$ cat src/design/tcrr_pkg.sv
`timescale 1ns / 1ps

package tcrr_pkg;

    // Fixed field widths
    localparam int MASK_W     = 16;
    localparam int POS_W      = 4;
    localparam int SIZE_W     = 3;
    localparam int OP_W       = 2;
    localparam int TIME_W     = 32;
    localparam int CHARS_W    = 8;
    localparam int CFG_IDX_W  = 2;
    localparam int CFG_DATA_W = 16;

    // Opcodes (code 3 is unused and ignored)
    localparam logic [OP_W-1:0] OP_TICK  = 2'd0;
    localparam logic [OP_W-1:0] OP_START = 2'd1;
    localparam logic [OP_W-1:0] OP_STOP  = 2'd2;

    // Configuration register indexes
    localparam logic [CFG_IDX_W-1:0] CFG_WINDOW = 2'd0;
    localparam logic [CFG_IDX_W-1:0] CFG_IDLE   = 2'd1;
    localparam logic [CFG_IDX_W-1:0] CFG_LIMIT  = 2'd2;

    // Configuration reset values
    localparam logic [15:0] WINDOW_RST = 16'd500;
    localparam logic [15:0] IDLE_RST   = 16'd2000;
    localparam logic [7:0]  LIMIT_RST  = 8'd64;

    typedef enum logic [2:0] {
        EV_SHOW   = 3'd0,
        EV_HIDE   = 3'd1,
        EV_COMMIT = 3'd2,
        EV_DROP   = 3'd3,
        EV_DONE   = 3'd4
    } t_event;

    typedef enum logic [2:0] {
        MODE_IDLE   = 3'd0,
        MODE_WAIT   = 3'd1,
        MODE_TRACK  = 3'd2,
        MODE_WINDOW = 3'd3,
        MODE_DONE   = 3'd4
    } t_mode;

    typedef struct packed {
        logic [OP_W-1:0]   opcode;
        logic [MASK_W-1:0] touch_mask;
        logic [TIME_W-1:0] now_ms;
    } t_in_word;

    typedef struct packed {
        t_event            event_kind;
        logic [POS_W-1:0]  position;
        logic [MASK_W-1:0] chord_mask;
        logic [SIZE_W-1:0] chord_size;
        logic              last;
    } t_out_word;

endpackage

$ cat src/design/touch_chord_release_recorder.sv
`timescale 1ns / 1ps

// Touch chord release recorder. Input words are start, stop or a touch sample
// (mask plus millisecond timestamp). Each word is processed in the cycle it is
// accepted: state is updated at once and its results (show events in
// ascending position, hide events in ascending position, then at most one
// chord committed/dropped event and at most one recording complete event) are
// loaded into a result buffer. While the output register is free or being
// read, the buffer hands one result word per cycle to it; the last result of
// a word carries last = 1. A word that causes no result leaves the buffer
// empty, so such words are taken every cycle. A word with N results holds
// the input off until the buffer has handed all N on, which output stalls
// delay: the next word is accepted once the buffer is empty, which can be
// while the final result still sits in the output register. Config writes
// take effect on the next cycle and should only be issued while idle.
module touch_chord_release_recorder #(
    parameter int POSITIONS = 16,
    parameter int MAX_CHORD = 4
) (
    input  logic                               i_clk,
    input  logic                               i_rst_n,
    input  logic                               i_cfg_wr_en,
    input  logic [tcrr_pkg::CFG_IDX_W-1:0]     i_cfg_index,
    input  logic [tcrr_pkg::CFG_DATA_W-1:0]    i_cfg_wdata,
    input  logic                               i_in_valid,
    output logic                               o_in_ready,
    input  tcrr_pkg::t_in_word                 i_in_word,
    output logic                               o_out_valid,
    input  logic                               i_out_ready,
    output tcrr_pkg::t_out_word                o_out_word
);
    import tcrr_pkg::*;

    localparam int CntW = $clog2(MAX_CHORD + 1);
    localparam logic [CntW-1:0] MaxCnt = CntW'(MAX_CHORD);
    // Mask bits at or above POSITIONS are ignored
    localparam logic [MASK_W-1:0] PosMask =
        (POSITIONS >= MASK_W) ? {MASK_W{1'b1}} : MASK_W'((64'd1 << POSITIONS) - 64'd1);

    // Configuration
    logic [15:0]        r_window_ms;
    logic [15:0]        r_idle_ms;
    logic [7:0]         r_seq_limit;

    // Recorder state
    t_mode              r_mode, n_mode;
    logic [MASK_W-1:0]  r_touched, n_touched;
    logic [MASK_W-1:0]  r_shown, n_shown;
    logic [MASK_W-1:0]  r_pend, n_pend;
    logic [CntW-1:0]    r_cnt, n_cnt;
    logic [TIME_W-1:0]  r_wstart, n_wstart;
    logic [TIME_W-1:0]  r_lrel, n_lrel;
    logic [CHARS_W-1:0] r_chars, n_chars;

    // Result buffer: pending results of the last accepted word
    logic [MASK_W-1:0]  r_b_show, n_b_show;
    logic [MASK_W-1:0]  r_b_hide, n_b_hide;
    logic               r_b_chord, n_b_chord;
    logic               r_b_drop, n_b_drop;
    logic [MASK_W-1:0]  r_b_cmask, n_b_cmask;
    logic [SIZE_W-1:0]  r_b_csize, n_b_csize;
    logic               r_b_done, n_b_done;

    // Buffer after popping the head result
    logic [MASK_W-1:0]  p_show, p_hide;
    logic               p_chord, p_done;

    // Output register
    logic               r_out_valid;
    t_out_word          r_out_word;
    t_out_word          head_word;

    // Working signals
    logic               accept, pop, buf_busy, active;
    logic               do_commit, do_finish;
    logic [MASK_W-1:0]  sample, rise, fall, elig, add;
    logic [CntW-1:0]    room;
    logic [9:0]         fit_sum;
    logic [TIME_W-1:0]  now;

    function automatic logic [POS_W-1:0] low_index(input logic [MASK_W-1:0] m);
        logic [POS_W-1:0] idx;
        idx = '0;
        for (int i = MASK_W - 1; i >= 0; i--) begin
            if (m[i]) begin
                idx = POS_W'(i);
            end
        end
        return idx;
    endfunction

    assign buf_busy   = (|r_b_show) | (|r_b_hide) | r_b_chord | r_b_done;
    assign o_in_ready = !buf_busy;
    assign accept     = i_in_valid && o_in_ready;
    assign pop        = buf_busy && (!r_out_valid || i_out_ready);
    assign now        = i_in_word.now_ms;

    // Releases join the chord in ascending order until it is full: a released
    // position is taken when fewer eligible ones below it than free slots.
    always_comb begin
        sample = i_in_word.touch_mask & PosMask;
        rise   = sample & ~r_touched;
        fall   = ~sample & r_touched & r_shown;
        elig   = fall & ~r_pend;
        room   = MaxCnt - r_cnt;
        for (int i = 0; i < MASK_W; i++) begin
            add[i] = elig[i] &&
                ($countones(elig & ((MASK_W'(1) << i) - MASK_W'(1))) < int'(room));
        end
    end

    // Next state and result set for the word at the input
    always_comb begin
        n_mode    = r_mode;
        n_touched = r_touched;
        n_shown   = r_shown;
        n_pend    = r_pend;
        n_cnt     = r_cnt;
        n_wstart  = r_wstart;
        n_lrel    = r_lrel;
        n_chars   = r_chars;
        n_b_show  = '0;
        n_b_hide  = '0;
        n_b_chord = 1'b0;
        n_b_drop  = 1'b0;
        n_b_cmask = '0;
        n_b_csize = '0;
        n_b_done  = 1'b0;
        do_commit = 1'b0;
        do_finish = 1'b0;
        fit_sum   = '0;
        active    = (r_mode != MODE_IDLE) && (r_mode != MODE_DONE);

        case (i_in_word.opcode)
            OP_START: begin
                n_mode    = MODE_WAIT;
                n_touched = '0;
                n_shown   = '0;
                n_pend    = '0;
                n_cnt     = '0;
                n_wstart  = '0;
                n_lrel    = '0;
                n_chars   = '0;
            end
            OP_STOP: begin
                if (active) begin
                    do_commit = 1'b1;
                    do_finish = 1'b1;
                end
            end
            OP_TICK: begin
                if (active) begin
                    n_touched = sample;
                    n_b_show  = rise & ~r_shown;
                    n_b_hide  = fall;
                    n_shown   = (r_shown | rise) & ~fall;
                    if ((|rise) && r_mode == MODE_WAIT) begin
                        n_mode = MODE_TRACK;
                    end
                    n_pend = r_pend | add;
                    n_cnt  = r_cnt + CntW'($countones(add));
                    if ((|add) && n_mode != MODE_WINDOW) begin
                        n_wstart = now;
                        n_mode   = MODE_WINDOW;
                    end
                    if (|fall) begin
                        n_lrel = now;
                    end
                    do_commit = (n_mode == MODE_WINDOW) &&
                                ((now - n_wstart) >= TIME_W'(r_window_ms));
                end
            end
            default: begin
            end
        endcase

        // Chord of k positions costs 2k-1 chars plus a comma after the first
        if (do_commit) begin
            if (n_cnt != '0) begin
                fit_sum   = 10'(n_chars) + (10'(n_cnt) << 1) + 10'(n_chars != '0);
                n_b_chord = 1'b1;
                n_b_cmask = n_pend;
                n_b_csize = SIZE_W'(n_cnt);
                if (fit_sum >= 10'(r_seq_limit)) begin
                    n_b_drop = 1'b1;
                end else begin
                    n_chars = CHARS_W'(fit_sum - 10'd1);
                end
            end
            n_pend = '0;
            n_cnt  = '0;
            n_mode = MODE_TRACK;
        end

        // Idle timeout after the last release
        if (i_in_word.opcode == OP_TICK && active &&
            (n_mode == MODE_TRACK || n_mode == MODE_WAIT) &&
            n_chars != '0 && sample == '0 &&
            ((now - n_lrel) >= TIME_W'(r_idle_ms))) begin
            do_finish = 1'b1;
        end

        if (do_finish) begin
            n_mode   = MODE_DONE;
            n_b_done = 1'b1;
        end
    end

    // Head of the result buffer
    always_comb begin
        p_show                = r_b_show;
        p_hide                = r_b_hide;
        p_chord               = r_b_chord;
        p_done                = r_b_done;
        head_word.event_kind  = EV_DONE;
        head_word.position    = '0;
        head_word.chord_mask  = '0;
        head_word.chord_size  = '0;
        if (|r_b_show) begin
            head_word.event_kind = EV_SHOW;
            head_word.position   = low_index(r_b_show);
            p_show               = r_b_show & (r_b_show - MASK_W'(1));
        end else if (|r_b_hide) begin
            head_word.event_kind = EV_HIDE;
            head_word.position   = low_index(r_b_hide);
            p_hide               = r_b_hide & (r_b_hide - MASK_W'(1));
        end else if (r_b_chord) begin
            head_word.event_kind = r_b_drop ? EV_DROP : EV_COMMIT;
            head_word.chord_mask = r_b_cmask;
            head_word.chord_size = r_b_csize;
            p_chord              = 1'b0;
        end else begin
            p_done               = 1'b0;
        end
        head_word.last = !((|p_show) || (|p_hide) || p_chord || p_done);
    end

    // Configuration registers
    always_ff @(posedge i_clk) begin
        if (!i_rst_n) begin
            r_window_ms <= WINDOW_RST;
            r_idle_ms   <= IDLE_RST;
            r_seq_limit <= LIMIT_RST;
        end else if (i_cfg_wr_en) begin
            case (i_cfg_index)
                CFG_WINDOW: r_window_ms <= i_cfg_wdata;
                CFG_IDLE:   r_idle_ms   <= i_cfg_wdata;
                CFG_LIMIT:  r_seq_limit <= i_cfg_wdata[7:0];
                default: begin
                end
            endcase
        end
    end

    // Recorder state and result buffer
    always_ff @(posedge i_clk) begin
        if (!i_rst_n) begin
            r_mode    <= MODE_IDLE;
            r_touched <= '0;
            r_shown   <= '0;
            r_pend    <= '0;
            r_cnt     <= '0;
            r_wstart  <= '0;
            r_lrel    <= '0;
            r_chars   <= '0;
            r_b_show  <= '0;
            r_b_hide  <= '0;
            r_b_chord <= 1'b0;
            r_b_drop  <= 1'b0;
            r_b_cmask <= '0;
            r_b_csize <= '0;
            r_b_done  <= 1'b0;
        end else if (accept) begin
            r_mode    <= n_mode;
            r_touched <= n_touched;
            r_shown   <= n_shown;
            r_pend    <= n_pend;
            r_cnt     <= n_cnt;
            r_wstart  <= n_wstart;
            r_lrel    <= n_lrel;
            r_chars   <= n_chars;
            r_b_show  <= n_b_show;
            r_b_hide  <= n_b_hide;
            r_b_chord <= n_b_chord;
            r_b_drop  <= n_b_drop;
            r_b_cmask <= n_b_cmask;
            r_b_csize <= n_b_csize;
            r_b_done  <= n_b_done;
        end else if (pop) begin
            r_b_show  <= p_show;
            r_b_hide  <= p_hide;
            r_b_chord <= p_chord;
            r_b_done  <= p_done;
        end
    end

    // Output register
    always_ff @(posedge i_clk) begin
        if (!i_rst_n) begin
            r_out_valid <= 1'b0;
        end else if (pop) begin
            r_out_valid <= 1'b1;
        end else if (i_out_ready) begin
            r_out_valid <= 1'b0;
        end
    end

    always_ff @(posedge i_clk) begin
        if (pop) begin
            r_out_word <= head_word;
        end
    end

    assign o_out_valid = r_out_valid;
    assign o_out_word  = r_out_word;

endmodule

$ cat config.mk
export PLATFORM = sky130hd
export DESIGN_NAME = touch_chord_release_recorder
export DESIGN_NICKNAME = d
export VERILOG_FILES = /design/src/design/tcrr_pkg.sv /design/src/design/touch_chord_release_recorder.sv
export SDC_FILE = /design/constraint.sdc
export NUM_CORES = 1
export LEC_CHECK = 0
export BUFFER_PORTS_ARGS = -buffer_cell sky130_fd_sc_hd__buf_2
export CAP_MARGIN = 0
export CORE_MARGIN = 1.5
export CORE_UTILIZATION = 23
export CTS_CLUSTER_SIZE = 14
export DETAILED_ROUTE_END_ITERATION = 8
export PLACE_DENSITY = 0.44
export SLEW_MARGIN = 15
export SYNTH_ARGS = -nofsm -noshare
export SYNTH_HDL_FRONTEND = slang
export SYNTH_SLANG_ARGS = --single-unit
$ cat constraint.sdc
create_clock -name i_clk -period 11.5 [get_ports i_clk]
set_clock_uncertainty 0.15 [all_clocks]
set_input_delay 0.575 -clock i_clk [delete_from_list [all_inputs] [get_ports i_clk]]
set_output_delay 0.575 -clock i_clk [all_outputs]
set_load 0.1 [all_outputs]
Word level (Yosys, flattened, before mapping)
Cells that the tools add are included.
W data, S select, Z words.
{"block": "word_totals", "in_bits": 73, "ram_bits": 0, "n_memories": 0, "regBits": 248, "latchBits": 0, "mem_bits_ro": 0, "out_inout_bits": 29, "wordCells": 291}
{"block": "classes", "mul": 0, "reduce_logical": 58, "div": 0, "add_sub_neg": 52, "bitwise": 19, "n_mux": 106, "n_eq_ne": 11, "n_lt_le_gt_ge": 19, "shift": 0}
{"operator": "$lt A32 B4 Y1", "n": 13}
{"operator": "$mux W16", "n": 17}
{"operator": "$add A32 B32 Y32", "n": 8}
{"operator": "$add A32 B1 Y32", "n": 6}
{"operator": "$mux W32", "n": 6}
{"operator": "$mux W4", "n": 34}
{"operator": "$and A16 B16 Y16", "n": 8}
{"operator": "$pmux W32 S2", "n": 2}
{"operator": "$reduce_or A16 Y1", "n": 7}
{"operator": "$pmux W16 S2", "n": 3}
{"operator": "$not A16 Y16", "n": 5}
{"operator": "$ge A32 B16 Y1", "n": 2}
{"operator": "$sub A32 B32 Y32", "n": 2}
{"operator": "$mux W3", "n": 14}
{"operator": "$reduce_or A33 Y1", "n": 1}
{"operator": "$mux W8", "n": 4}
{"operator": "$or A16 B16 Y16", "n": 2}
{"operator": "$reduce_or A32 Y1", "n": 1}
{"operator": "$sub A16 B1 Y16 const B", "n": 2}
{"operator": "$add A1 B1 Y2", "n": 15}
{"operator": "$logic_and A1 B1 Y1", "n": 27}
{"operator": "$mux W1", "n": 23}
{"operator": "$add A2 B2 Y3", "n": 7}
{"operator": "$logic_not A16 Y1", "n": 1}
{"operator": "31 further kinds", "n": 55}

Longest topological paths before layout
Gate-level depths: netlist of the first run.
{"block": "depth", "word_depth": 30, "mapped_depth": 49, "depth_no_buf": 47}

Worst setup path before layout of the first run
OpenSTA, ideal clock, no wires.
{"block": "synth_timing", "path_kind": "input to register", "startpoint": "input port i_in_word[32] in the netlist's numbering", "endpoint": "register r_chars[3]", "setup_time_ns": 0.117, "path_slack_ns": 0.067, "t_arrival_ns": 11.166, "required_time_ns": 11.233, "cell_stages": 45, "path_buffers": 3, "path_cell_list": "nand3b_1 -> nor2_1 -> ha_1 -> inv_1 -> fa_1 -> inv_1 -> fa_1 -> buf_2 -> inv_1 -> fa_1 -> xor2_1 -> inv_1 -> ha_1 -> nor2_1 -> inv_1 -> ha_1 -> xnor2_1 -> ha_1 -> [9 not listed] -> a21o_1 -> o21bai_1 -> a221oi_1 -> nand2_1 -> xor2_1 -> ha_1 -> a21oi_1 -> nand2_1 -> a32o_1 -> nor4_1 -> nand4_1 -> or4_1 -> or4_1 -> or4_4 -> a22o_1 -> and3_4 -> buf_6 -> a32o_1"}
{"block": "synth_between", "elab_chain_cells": 23, "word_cells_on_any_way": 96, "classes_between": "add/sub: 34; order compare: 17; eq/ne: 2; mux: 16; bitwise: 5; reduce/logical: 22"}
{"element": "from (decl)", "line_no": "touch_chord_release_recorder.sv:27", "text": "input tcrr_pkg::t_in_word i_in_word,"}
{"element": "$not A16 Y16", "line_no": "touch_chord_release_recorder.sv:103", "text": "fall = ~sample & r_touched & r_shown;"}
{"element": "$and A16 B16 Y16 (2 in series)", "line_no": "touch_chord_release_recorder.sv:103"}
{"element": "$and A16 B16 Y16", "line_no": "touch_chord_release_recorder.sv:104", "text": "elig = fall & ~r_pend;"}
{"element": "$add A1 B1 Y2", "line_no": "touch_chord_release_recorder.sv:108", "text": "($countones(elig & ((MASK_W'(1) << i) - MASK_W'(1))) < int'(room));"}
{"element": "$add A2 B2 Y3", "line_no": "touch_chord_release_recorder.sv:108"}
{"element": "$add A3 B3 Y4", "line_no": "touch_chord_release_recorder.sv:108"}
{"element": "$add A32 B1 Y32, or another cell as far along", "line_no": "touch_chord_release_recorder.sv:108"}
{"element": "$lt A32 B4 Y1 or $lt A5 B3 Y1 (tied branches)", "line_no": "touch_chord_release_recorder.sv:108"}
{"element": "[6 not listed]"}
{"element": "$mux W3", "line_no": "touch_chord_release_recorder.sv:152", "text": "if (active) begin"}
{"element": "$pmux W3 S2", "line_no": "touch_chord_release_recorder.sv:134", "text": "case (i_in_word.opcode)"}
{"element": "$add A8 B4 Y9", "line_no": "touch_chord_release_recorder.sv:180", "text": "fit_sum = 10'(n_chars) + (10'(n_cnt) << 1) + 10'(n_chars != '0);"}
{"element": "$add A9 B1 Y10", "line_no": "touch_chord_release_recorder.sv:180"}
{"element": "$sub A8 B1 Y8 or $ge A10 B8 Y1 (tied branches)", "line_no": "touch_chord_release_recorder.sv:187, touch_chord_release_recorder.sv:184"}
{"element": "$mux W8", "line_no": "touch_chord_release_recorder.sv:184", "text": "if (fit_sum >= 10'(r_seq_limit)) begin"}
{"element": "$mux W8", "line_no": "touch_chord_release_recorder.sv:179", "text": "if (n_cnt != '0) begin"}
{"element": "$mux W8 *", "line_no": "touch_chord_release_recorder.sv:178", "text": "if (do_commit) begin"}
{"element": "to (signal assigned)", "line_no": "touch_chord_release_recorder.sv:281", "text": "r_chars <= n_chars;"}
{"element": "to (decl)", "line_no": "touch_chord_release_recorder.sv:53", "text": "logic [CHARS_W-1:0] r_chars, n_chars;"}
Every way passes the cells marked *; elsewhere a longest branch is shown, timed or not. The select of a mux whose other input is x is not followed.
A chain may end at the register's enable or synchronous reset.

Final worst setup path of the first run
{"block": "layout_timing", "startpoint": "register r_shown[4]", "endpoint": "register r_mode[1]"}
{"block": "layout_between", "elab_chain_cells": 27, "word_cells_on_any_way": 95, "classes_between": "add/sub: 32; order compare: 14; eq/ne: 3; mux: 21; bitwise: 2; reduce/logical: 23"}
{"element": "from (decl)", "line_no": "touch_chord_release_recorder.sv:48", "text": "logic [MASK_W-1:0] r_shown, n_shown;"}
{"element": "from (signal assigned)", "line_no": "touch_chord_release_recorder.sv:276", "text": "r_shown <= n_shown;"}
{"element": "$and A16 B16 Y16 *", "line_no": "touch_chord_release_recorder.sv:103"}
{"element": "branches (longest 25 deep; another with $add A32 B1 Y32)"}
{"element": "$mux W3 *", "line_no": "touch_chord_release_recorder.sv:203", "text": "if (do_finish) begin"}
{"element": "to (signal assigned)", "line_no": "touch_chord_release_recorder.sv:274", "text": "r_mode <= n_mode;"}
{"element": "to (decl)", "line_no": "touch_chord_release_recorder.sv:46", "text": "t_mode r_mode, n_mode;"}
Mark *: on every way between the ends. The select of a mux whose other input is x is not followed.

==> implementation parameters, run 1 <==
Parameter                              Value

Power
  Portion of total power attributed to the clock network ... 28.2%
  Static leakage ... a little over 9 nW
  Combinational cell fraction of total power ... 42.6%
  P per Cell Area ... 158 mW/mm2
  Peak ir drop on the vdd network ... 0.147 mV
  Switching share of total power ... between 40% and 50%
  Net switching power of the design ... ~1.6 mW
  Internal Power ... ~2 mW
  Sequential power share ... roughly 29%
  Power after layout ... 3.62 mW

Layout
  Number of nets in the layout ... 2783
  Layout overhead on the synthesized area ... 19.7%
  Fraction of final layout cells with drive strength greater than 1 ... 14.4%
  Count of antenna diodes in the layout ... 0
  Post-route design area ... 0.0229 mm2
  Number of filler instances in the final layout ... 8895

Clock network
  Number of sinks on the clock net ... 248
  Clock tree from TritonCTS ... built
  Clock buffers created by TritonCTS ... 31
  CTS Root Buffer Type ... sky130_fd_sc_hd__clkbuf_16
  Insertion delay to the later sink of the worst-skew pair ... 0.62 ns
  Clock-pin slew on the worst setup and hold paths ... 0.06 ns
  CTS H-tree depth ... 1
  Maximum clock insertion buffer count ... 3
  CTS Hold Bufs ... 0

STA
  Maximum frequency from static timing analysis ... between 0.09 and 0.1 GHz
  Number of pins with negative max-slew slack in the final report ... 0
  Final Hold Violating Endpoints ... 0
  Normalized max-slew margin ... approximately 18%
  Shortest clock period the worst path allows after layout ... 11.04 ns
  Final setup violation count ... 0
  Share of the clock period used by the worst path ... 96.0%
  Final critical-path setup slack ... between 0.4 and 0.5 ns
  Pin slew with the least headroom to its limit ... about 1.2 ns
  Final TNS setup ... 0 ns

Floorplan
  Num ports ... between 100 and 150
  Placeable core region ... 0.0822 mm2
  Horizontal die dimension ... 292 um
  Starting Density ... 23.3%
  Die Area ... 0.0851 mm2
  Row Count ... ~110
  Die height ... between 200 and 300 um

Drt
  Total vias in the final route ... 17972
  Number of nets with antenna violations after detailed routing ... 0
  Routed length per placed instance ... 18.4 um
  Drt total wl ... 66300 um
  Iteration count of the initial detailed-routing pass ... 5
  Mean number of vias per cell ... 4.98
  Drt initial violations ... 1059
  # DRC ... 0

Setup path
  Delay contributed by the slowest stage of the critical path ... 0.60 ns
  Reg2reg end ... r_mode[1]
  Cell type with the highest occurrence count on the critical path ... sky130_fd_sc_hd__fa_1
  Required arrival time at the worst endpoint ... about 12 ns
  Number of cells on the worst reg-to-reg path ... 45
  Endpoint of the most critical setup path ... r_mode[1]
  Flop-to-flop setup slack ... ~0.46 ns
  Slowest cell on the critical path ... sky130_fd_sc_hd__fa_1
  Crit path from ... r_shown[4]
  CP max FO ... 4
  Nature of the critical path endpoint ... register
  Crit-path leading delay family ... adder cells
  Critical Path AT ... 11.37 ns
  Worst path depth ... between 40 and 50
  R2r startpoint ... r_shown[4]
  Element type at the critical path start ... register
  Buffers plus inverters on the worst setup path ... 7
  Category of the most critical setup path ... register to register

Logic synthesis
  Average instance area after synthesis ... 8.11 um2
  Total standard cell area after synthesis ... approximately 0.019 mm2
  Number of cells produced by synthesis ... about 2400
  Number of flops mapped to enable cells by yosys ... 27
  Flops & latches, synth ... 248
  Seq/Total Area, Yosys ... 27.3%
  Post-synthesis async set-or-reset flop share ... 0%
  Number of synthesis warnings ... 0
  Post-synth net total ... ~2600
  Count of unique library cells instantiated by Yosys ... just under 90
  Synth area leader ... sky130_fd_sc_hd__dfxtp_1
  Ranking of synthesized cells by area ... sky130_fd_sc_hd__dfxtp_1 (23%), sky130_fd_sc_hd__ha_1 (11%), sky130_fd_sc_hd__nand2_1 (5.4%)
  Area fraction of the dominant cell type after synthesis ... 23.1%
  Predominant post-synthesis flop cell ... sky130_fd_sc_hd__dfxtp_1

Global route
  Number of antenna violations at the first check in global routing ... 3
  All-layer global routing usage ... 14.9%
  First-pass GRT wire length ... 101000 um
  Number of global-route vias before repair ... 17622
  GR Overflow Total ... 0
  Largest net degree at the start of global routing ... 130

Place
  Final Wtd Congestion ... 0.861
  Pre-CTS setup slack ... -0.120 ns
  Final HPWL from detailed placement ... 50800 um
  Post-Place Cell Area ... 0.0216 mm2
  Count of input and output buffers ... 101

Hold path
  Startpoint of the tightest hold check path ... i_cfg_wdata[8]
  Kind of path behind the tightest hold check ... input pin to register

Status
  Status ... finished, final reports clean

Run
  Total of max-cap violations ... 0
layout by cell type (no fill, tap or decap), types with 18 or more instances in the layout:
master,n
sky130_fd_sc_hd__a211oi_1,18
sky130_fd_sc_hd__a21boi_0,45
sky130_fd_sc_hd__a21o_1,39
sky130_fd_sc_hd__a21oi_1,97
sky130_fd_sc_hd__a22oi_1,67
sky130_fd_sc_hd__and2_1,102
sky130_fd_sc_hd__buf_2,100
sky130_fd_sc_hd__buf_4,126
sky130_fd_sc_hd__clkbuf_16,32
sky130_fd_sc_hd__dfxtp_1,215
sky130_fd_sc_hd__edfxtp_1,27
sky130_fd_sc_hd__fa_1,30
sky130_fd_sc_hd__ha_1,159
sky130_fd_sc_hd__inv_1,134
sky130_fd_sc_hd__mux2i_1,45
sky130_fd_sc_hd__nand2_1,277
sky130_fd_sc_hd__nand2b_1,31
sky130_fd_sc_hd__nand3_1,43
sky130_fd_sc_hd__nand3b_1,26
sky130_fd_sc_hd__nand4_1,28
sky130_fd_sc_hd__nor2_1,129
sky130_fd_sc_hd__nor2b_1,60
sky130_fd_sc_hd__nor3_1,41
sky130_fd_sc_hd__nor4_1,24
sky130_fd_sc_hd__o211a_1,34
sky130_fd_sc_hd__o211ai_1,30
sky130_fd_sc_hd__o21a_1,24
sky130_fd_sc_hd__o21ai_0,151
sky130_fd_sc_hd__o31ai_1,31
sky130_fd_sc_hd__xnor2_1,43
sky130_fd_sc_hd__xor2_1,30
cells in the mapped netlist, types with 8 or more instances:
cell type / n
sky130_fd_sc_hd__o211ai_1: 30
sky130_fd_sc_hd__nor3_1: 41
sky130_fd_sc_hd__a22oi_1: 67
sky130_fd_sc_hd__o41ai_1: 10
sky130_fd_sc_hd__o21ai_0: 154
sky130_fd_sc_hd__o31ai_1: 32
sky130_fd_sc_hd__a21oi_1: 99
sky130_fd_sc_hd__o21ai_1: 8
sky130_fd_sc_hd__a21o_1: 39
sky130_fd_sc_hd__or2_2: 12
sky130_fd_sc_hd__nand3b_1: 26
sky130_fd_sc_hd__nand3_1: 44
sky130_fd_sc_hd__mux2i_1: 48
sky130_fd_sc_hd__buf_2: 10
sky130_fd_sc_hd__a21boi_0: 45
sky130_fd_sc_hd__edfxtp_1: 27
sky130_fd_sc_hd__o21a_1: 24
sky130_fd_sc_hd__o21bai_1: 10
sky130_fd_sc_hd__o2111ai_1: 8
sky130_fd_sc_hd__a32o_1: 10
sky130_fd_sc_hd__inv_1: 134
sky130_fd_sc_hd__nand4_1: 28
sky130_fd_sc_hd__a31oi_1: 13
sky130_fd_sc_hd__a221oi_1: 9
sky130_fd_sc_hd__maj3_1: 12
sky130_fd_sc_hd__xor2_1: 33
sky130_fd_sc_hd__ha_1: 161
sky130_fd_sc_hd__and3_1: 10
sky130_fd_sc_hd__or3_1: 11
sky130_fd_sc_hd__fa_1: 31
sky130_fd_sc_hd__a211oi_1: 19
sky130_fd_sc_hd__nand2b_1: 32
sky130_fd_sc_hd__nor2b_1: 60
sky130_fd_sc_hd__nor3b_1: 9
sky130_fd_sc_hd__and2_1: 103
sky130_fd_sc_hd__clkbuf_1: 95
sky130_fd_sc_hd__nand2_1: 278
sky130_fd_sc_hd__nor4_1: 26
sky130_fd_sc_hd__a2111oi_0: 8
sky130_fd_sc_hd__o211a_1: 34
sky130_fd_sc_hd__dfxtp_1: 221
sky130_fd_sc_hd__xnor2_1: 43
sky130_fd_sc_hd__nor2_1: 137
per-layer routing:
layer	vias to the layer above	part of all wire [%]	global-route usage [%]
li1	8873	-	-
met1	8672	47	19.7
met2	346	48	25.9
met3	81	3.5	1.64
met4	0	2.2	3.62
met5	-	0	0
metrics by stage:
step / hold WS (ns) / std cells / util (%)
after floorplan: 0.293 / 2363 / -
after CTS: 0.0831 / 3597 / 27.5
after global placement: 0.309 / 3542 / 26.2
after global routing: 0.119 / 3610 / 27.9
after detailed placement: 0.316 / 3542 / 26.2
final: 0.112 / 3610 / 27.9
worst min path at each step:
stage | end | depth (start not counted) | slack (ns)
2_1_floorplan | r_lrel[0] | 2 | 0.29
3_3_place_gp | r_lrel[0] | 2 | 0.31
3_5_place_dp | r_lrel[0] | 2 | 0.32
4_1_cts | r_idle_ms[10] | 3 | 0.08
5_1_grt | r_window_ms[8] | 3 | 0.12
6_report | r_idle_ms[8] | 3 | 0.11
kinds of logic after synthesis:
family	Yosys count	share of synthesized area, %
XOR/XNOR	77	3.59
multiplexers	51	2.68
buffers and inverters	247	4.98
flip-flops	248	27.3
AND/OR/NAND/NOR	859	22.8
adder cells (fa/ha/maj)	204	14.4
AO/OA/AOI/OAI	677	24.2
state kept, by name, summed over array words and instances (netlist names):
signal,cells
r_b_csize,3
r_chars,8
r_seq_limit,8
r_b_cmask,16
r_idle_ms,16
r_wstart,32
o_out_word,27
r_b_show,16
r_touched,16
r_cnt,3
r_b_done,1
r_b_chord,1
r_b_hide,16
r_shown,16
r_lrel,32
o_out_valid,1
r_pend,16
r_b_drop,1
r_mode,3
r_window_ms,16
worst min-delay path, stage by stage:
cell and delay (ns):
sky130_fd_sc_hd__buf_2 0.11, sky130_fd_sc_hd__nand2_1 0.05, sky130_fd_sc_hd__o211ai_1 0.08
power by group through the flow:
stage	combinational [mW]	clock [mW]	sequential (mW)
floorplan	0.806	0	1.43
global placement	1.52	0	1.07
detailed placement	1.53	0	1.08
CTS	1.54	1.05	1.06
global route	1.68	1.08	1.07
finish	1.54	1.02	1.06
final cells by class:
cell class                      instances  area, um2  share of cell area (%)
Multi-Input combinational cell       1868      13200                    57.7
Sequential cell                       248       5240                    22.8
Timing Repair Buffer                  235       1590                    6.92
Tap cell                             1070       1340                    5.84
Clock buffer                           38        832                    3.63
Inverter                              134        503                    2.19
Clock inverter                         17        206                   0.900
what timing repair did:
action | 4_1_cts | 5_1_grt
hold endpoints to repair | 0 | 0
buffers inserted | 0 | 11
endpoints found under the setup margin | 0 | 52
gates resized for setup | 0 | 50
(Power assumes the default switching activity.)
==> inputs of run 2 (changes only) <==
--- a/config.mk
+++ b/config.mk
@@ -12,6 +12,7 @@
 export CTS_CLUSTER_SIZE = 14
 export DETAILED_ROUTE_END_ITERATION = 8
 export PLACE_DENSITY = 0.44
+export SETUP_SLACK_MARGIN = 0.5
 export SLEW_MARGIN = 15
 export SYNTH_ARGS = -nofsm -noshare
 export SYNTH_HDL_FRONTEND = slang
==> run 2 against run 1 <==
Combinational power hardly changed. Global-route usage is 0.16 points higher. Utilization is 0.47 points higher. Non-clock buffer count is 2 higher. Register-to-register slack better by 0.12 ns. Worst setup slack better by 0.12 ns. Critical path type unchanged. Highest routed layer is now met5.
==> implementation parameters, run 2 (synthesis gave the netlist of run 1 again) <==
Parameter                              Value

Status
  Status ... finished, final reports clean

Power
  Power after layout ... 3.78 mW
  Peak ir drop on the vdd network ... 0.177 mV
  P per Cell Area ... around 160 mW/mm2
  Static leakage ... 9.34 nW

Layout
  Utilization of the core after routing ... 28.4%
  Number of filler instances in the final layout ... 8869
  Number of nets in the layout ... 2788
  Most common library cell in the layout ignoring fill and taps ... sky130_fd_sc_hd__nand2_1
  Non-Filler Instances ... 3618
  Post-route design area ... 0.0233 mm2
  Fraction of final layout cells with drive strength greater than 1 ... 16.2%
  Layout overhead on the synthesized area ... 21.7%
  Commonest cells after routing, fill and taps aside ... sky130_fd_sc_hd__nand2_1 (276), sky130_fd_sc_hd__dfxtp_1 (215), sky130_fd_sc_hd__ha_1 (151)

STA
  Final TNS setup ... 0 ns
  RSZ-0062 raised after global routing ... yes
  Maximum frequency from static timing analysis ... 0.0915 GHz
  Shortest clock period the worst path allows after layout ... 10.93 ns
  Normalized max-slew margin ... 23.3%
  Share of the clock period used by the worst path ... 95.0%
  Final critical-path setup slack ... around 0.57 ns
  Pin slew with the least headroom to its limit ... roughly 1.1 ns
  Final Hold Violating Endpoints ... 0
  Number of pins with negative max-slew slack in the final report ... 0
  Final Hold Slack ... 0.157 ns
  Final setup violation count ... 0

Clock network
  CTS Root Buffer Type ... sky130_fd_sc_hd__clkbuf_16
  Clock tree from TritonCTS ... built
  Insertion delay to the later sink of the worst-skew pair ... 0.55 ns
  Clock-pin slew on the worst setup and hold paths ... 0.06 ns
  Maximum clock insertion buffer count ... 3
  Clock buffers created by TritonCTS ... 34
  Number of sinks on the clock net ... between 200 and 250
  CTS H-tree depth ... 2

Floorplan
  Starting Density ... 23.3%
  Num ports ... 102
  Row Count ... approximately 110
  Placeable core region ... ~0.082 mm2
  Die Area ... 0.0851 mm2
  Horizontal die dimension ... 292 um
  Die height ... 292 um

Setup path
  Delay contributed by the slowest stage of the critical path ... 0.58 ns
  Reg2reg end ... r_mode[0]
  Slowest cell on the critical path ... sky130_fd_sc_hd__fa_2
  Flop-to-flop setup slack ... 0.57 ns
  Cell type with the highest occurrence count on the critical path ... sky130_fd_sc_hd__fa_1
  Category of the most critical setup path ... register to register
  Required arrival time at the worst endpoint ... between 10 and 15 ns
  Nature of the critical path endpoint ... register
  Number of cells on the worst reg-to-reg path ... 45
  CP max FO ... 4
  Element type at the critical path start ... register
  Critical Path AT ... between 10 and 15 ns
  R2r startpoint ... r_shown[1]

Place
  Final HPWL from detailed placement ... 50700 um
  Post-Place Cell Area ... 0.0214 mm2
  Final Wtd Congestion ... 0.884
  Number of placed instances, taps included ... 3517
  Pre-CTS setup slack ... -0.0400 ns
  Count of input and output buffers ... 101

Global route
  First-pass GRT wire length ... 101000 um
  Largest net degree at the start of global routing ... 130
  Number of antenna violations at the first check in global routing ... 4
  All-layer global routing usage ... ~15%
  GR Overflow Total ... 0
  Number of global-route vias before repair ... approximately 17000

Drt
  Drt initial violations ... 1021
  Drt total wl ... 66600 um
  # DRC ... 0
  Routed length per placed instance ... between 15 and 20 um
  Iteration count of the initial detailed-routing pass ... 5
  Number of nets with antenna violations after detailed routing ... 0
  Mean number of vias per cell ... 4.95
  Total vias in the final route ... 17906

Hold path
  Kind of path behind the tightest hold check ... input pin to register
  Worst min-delay path endpoint ... r_window_ms[2]
  Number of cells traversed by the worst hold path ... 3
  Startpoint of the tightest hold check path ... i_cfg_wdata[2]

Run
  Total of max-cap violations ... 0
-- run 2: cell count changes in the layout (fill, tap and decap cells not counted), moves of 4 or more --
cell,change
sky130_fd_sc_hd__mux2i_2,+6
sky130_fd_sc_hd__ha_4,+6
sky130_fd_sc_hd__mux2i_1,-7
sky130_fd_sc_hd__buf_4,-4
sky130_fd_sc_hd__inv_2,+9
sky130_fd_sc_hd__inv_1,-9
sky130_fd_sc_hd__ha_1,-8
sky130_fd_sc_hd__clkbuf_16,+7
-- run 2: area by class of cell --
class | instances | area, um2 | share of cell area (%)
antenna | 1 | 2.50 | 0.0107
clock buffer | 45 | 1020 | 4.35
clock inverter | 15 | 216 | 0.928
inverter | 134 | 503 | 2.16
multi-input combinational | 1868 | 13400 | 57.3
sequential | 248 | 5240 | 22.5
tap | 1070 | 1340 | 5.74
timing repair buffer | 237 | 1640 | 7.04
-- run 2: critical path, delay by kind of cell (launching register included) --
| kind | cells | cell delay, ns |
|---|---|---|
| and+or+nand+nor | 9 | 1.54 |
| AOI/OAI and AO/OA | 11 | 2.28 |
| buffers and inverters | 8 | 0.45 |
| adders and majority gates | 15 | 5.74 |
| DFF | 1 | 0.36 |
| xor gates and xnor gates | 2 | 0.29 |
-- run 2: how the worst max path moves through the flow --
| stage | startpoint | end | slack, ns | cells after the start |
|---|---|---|---|---|
| floorplan | i_in_word[32] | r_mode[0] | 0.51 | 46 |
| finish | r_shown[1] | r_mode[0] | 0.57 | 45 |
| detailed placement | i_in_word[32] | r_mode[0] | -0.04 | 46 |
| CTS | r_touched[1] | r_mode[0] | 0.51 | 45 |
| global route | r_shown[0] | r_mode[0] | 0.27 | 45 |
| global placement | i_in_word[32] | r_mode[1] | 0.11 | 48 |
-- run 2: routing by layer --
layer	part of all wire [%]	global-route usage (%)	up-vias	wire, um
met1	46	19.8	8568	30900
met4	3.2	5.08	2	2100
met2	47	25.4	358	31000
li1	-	-	8873	-
met5	0.018	0	-	12
met3	3.9	2.02	105	2600
-- run 2: where the power goes --
| group | leakage [nW] | switching, mW | internal [mW] |
|---|---|---|---|
| Clock | 0.605 | 0.450 | 0.736 |
| Sequential | 2.06 | 0.0468 | 1.01 |
| Combinational | 6.68 | 1.11 | 0.426 |
| Total | 9.34 | 1.61 | 2.17 |
-- run 2: timing repair --
item                       CTS  global route
setup endpoints to repair   52            52
pin swaps                    8            21
hold buffers                 0             0
gates resized for setup     10            88
buffers inserted             5            32
cloned                       0             3
==> inputs of run 3 (changes only) <==
--- a/config.mk
+++ b/config.mk
@@ -5,6 +5,7 @@
 export SDC_FILE = /design/constraint.sdc
 export NUM_CORES = 1
 export LEC_CHECK = 0
+export ABC_AREA = 1
 export BUFFER_PORTS_ARGS = -buffer_cell sky130_fd_sc_hd__buf_2
 export CAP_MARGIN = 0
 export CORE_MARGIN = 1.5
==> run 3 against run 2 <==
Sequential power is 12% lower. Die area is 3.2% higher. Utilization is 1.0 points lower. Sequential cell count stayed put. Sequential share of layout area hardly changed. Maximum frequency is 4.4% higher. Non-clock buffer count is 67 lower. Critical endpoint unchanged.
==> implementation parameters, run 3 <==
Parameter                              Value

Setup path
  Cell type with the highest occurrence count on the critical path ... sky130_fd_sc_hd__nand2_1
  Slowest cell on the critical path ... sky130_fd_sc_hd__fa_2
  Element type at the critical path start ... register
  Delay contributed by the slowest stage of the critical path ... 0.60 ns
  Critical Path AT ... 10.88 ns
  Required arrival time at the worst endpoint ... 11.91 ns
  Number of cells on the worst reg-to-reg path ... slightly below 60
  CP max FO ... 5
  Category of the most critical setup path ... register to register
  Nature of the critical path endpoint ... register

Power
  Peak ir drop on the vdd network ... between 0.1 and 0.15 mV
  P per Cell Area ... around 110 mW/mm2
  Static leakage ... 10.3 nW

Place
  Post-Place Cell Area ... 0.0218 mm2
  Pre-CTS setup slack ... 0.0437 ns
  Final HPWL from detailed placement ... 53800 um
  Count of input and output buffers ... 101
  Final Wtd Congestion ... slightly above 0.9

Run
  Total of max-cap violations ... 0

Clock network
  Clock-pin slew on the worst setup and hold paths ... approximately 0.07 ns
  Number of sinks on the clock net ... 248
  CTS H-tree depth ... 1
  Insertion delay to the later sink of the worst-skew pair ... 0.62 ns
  CTS Root Buffer Type ... sky130_fd_sc_hd__clkbuf_16
  Clock buffers created by TritonCTS ... 30
  Maximum clock insertion buffer count ... 3
  Clock tree from TritonCTS ... built

Layout
  FF+latch area ... 0.00525 mm2
  Post-route design area ... roughly 0.023 mm2
  Layout overhead on the synthesized area ... 17.8%
  Multi-input combinational cell area ... 0.0126 mm2
  Most common library cell in the layout ignoring fill and taps ... sky130_fd_sc_hd__nand2_1
  Number of filler instances in the final layout ... between 9000 and 10000
  Number of nets in the layout ... 3360
  Fraction of final layout cells with drive strength greater than 1 ... 11.3%
  Utilization of the core after routing ... 27.3%
  Commonest cells after routing, fill and taps aside ... sky130_fd_sc_hd__nand2_1 (637), sky130_fd_sc_hd__inv_1 (475), sky130_fd_sc_hd__a21oi_1 (309)

Logic synthesis
  Post-synthesis async set-or-reset flop share ... 0%
  Number of flops mapped to enable cells by yosys ... 27
  Synth top cells by count ... sky130_fd_sc_hd__nand2_1 (649), sky130_fd_sc_hd__inv_1 (487), sky130_fd_sc_hd__a21oi_1 (316)
  Predominant post-synthesis flop cell ... sky130_fd_sc_hd__dfxtp_1
  Synth area leader ... sky130_fd_sc_hd__dfxtp_1
  Post-synth net total ... 3259
  Area fraction of the dominant cell type after synthesis ... 22.3%
  Total standard cell area after synthesis ... around 0.02 mm2
  Number of cells produced by synthesis ... 2994
  Average instance area after synthesis ... 6.61 um2
  Seq/Total Area, Yosys ... 26.4%
  Count of unique library cells instantiated by Yosys ... 63
  Ranking of synthesized cells by area ... sky130_fd_sc_hd__dfxtp_1 (22%), sky130_fd_sc_hd__nand2_1 (12%), sky130_fd_sc_hd__ha_1 (10%)
  Flops & latches, synth ... 248
  Number of synthesis warnings ... 0
  Most frequently used cell type in the post-synthesis netlist ... sky130_fd_sc_hd__nand2_1

STA
  Share of the clock period used by the worst path ... 91.0%
  Number of pins with negative max-slew slack in the final report ... 0
  Maximum frequency from static timing analysis ... ~0.096 GHz
  Pin slew with the least headroom to its limit ... 1.09 ns
  Final critical-path setup slack ... 1.03 ns
  Final TNS setup ... 0 ns
  Normalized max-slew margin ... 27.3%
  Shortest clock period the worst path allows after layout ... 10.47 ns
  RSZ-0062 raised after global routing ... no
  Final setup violation count ... 0
  Final Hold Violating Endpoints ... 0

Drt
  Iteration count of the initial detailed-routing pass ... 5
  Total vias in the final route ... 19502
  Routed length per placed instance ... about 16 um
  Drt total wl ... 69800 um
  Mean number of vias per cell ... 4.57
  Drt initial violations ... between 1000 and 1500
  # DRC ... 0
  Number of nets with antenna violations after detailed routing ... 0

Global route
  GR Overflow Total ... 0
  First-pass GRT wire length ... 108000 um
  Number of antenna violations at the first check in global routing ... 7
  Number of global-route vias before repair ... 18535
  Largest net degree at the start of global routing ... slightly below 80
  All-layer global routing usage ... 15.6%

Floorplan
  Row Count ... between 100 and 150
  Die Area ... 0.0879 mm2
  Horizontal die dimension ... 296 um
  Die height ... 296 um
  Num ports ... 102
  Placeable core region ... about 0.085 mm2
  Starting Density ... 23.2%

Hold path
  Kind of path behind the tightest hold check ... input pin to register
  Number of cells traversed by the worst hold path ... 3

Status
  Status ... finished, final reports clean
[run 3: cell families after synthesis]
kind of cell             count (synthesis)  share of synthesized area (%)
buffers and inverters                  601                           11.6
multiplexers                             1                         0.0506
AND/OR/NAND/NOR                       1180                           25.1
adder cells (fa/ha/maj)                192                           13.3
AO/OA/AOI/OAI                          705                           20.4
XOR/XNOR                                67                           3.00
flip-flops                             248                           26.4
[run 3: through the flow]
step / power, mW / hold slack [ns] / instances
5_1_grt: 2.73 / 0.0525 / 4263
2_1_floorplan: 1.37 / 0.278 / 2994
6_report: 2.60 / 0.0569 / 4263
3_5_place_dp: 1.53 / 0.302 / 4193
3_3_place_gp: 1.53 / 0.303 / 4193
4_1_cts: 2.63 / 0.0338 / 4250
[run 3: power breakdown]
group          internal [mW]  total (mW)  switching (mW)
clock                  0.647        1.08           0.435
combinational          0.164       0.582           0.418
sequential             0.915       0.937          0.0223
[run 3: layout make-up]
type / instances / share of cell area, %
clock inverters: 19 / 1.35
diodes: 1 / 0.0107
clock buffers: 36 / 3.36
flip-flops and latches: 248 / 22.5
inverters: 499 / 8.05
multi-input cells: 2146 / 54.2
repair buffers: 170 / 4.42
well taps: 1144 / 6.14
[run 3: routing by layer]
metal	vias up	GRT usage (%)	share of wire [%]
met1	8987	21.7	49
met3	91	1.97	3.8
met5	-	0	0.097
met2	342	25.0	44
met4	10	4.27	2.6
li1	10072	-	-
[run 3: path summary, 6_finish.rpt]
kind / slack, ns / start / to
min reg2reg: 0.31 / r_wstart[4] / r_wstart[4]
max: 1.03 / r_touched[1] / r_mode[0]
min: 0.06 / i_in_word[33] / r_touched[1]
max reg2reg: 1.03 / r_touched[1] / r_mode[0]
[run 3: critical path, delay by kind of cell, from the launching register on]
family | cells | cell delay, ns
AOI/OAI and AO/OA | 6 | 0.69
xor gates and xnor gates | 2 | 0.25
adders and majority gates | 15 | 5.96
buffers and inverters | 6 | 0.36
DFF | 1 | 0.37
and+or+nand+nor | 29 | 2.63
[run 3: what timing repair did]
action                                  in CTS  in global routing
gates cloned                                 1                  0
endpoints found under the setup margin       4                 13
pin swaps                                    3                 42
gates resized for setup                      7                 91
buffers inserted                             1                 12
hold buffers                                 0                  0
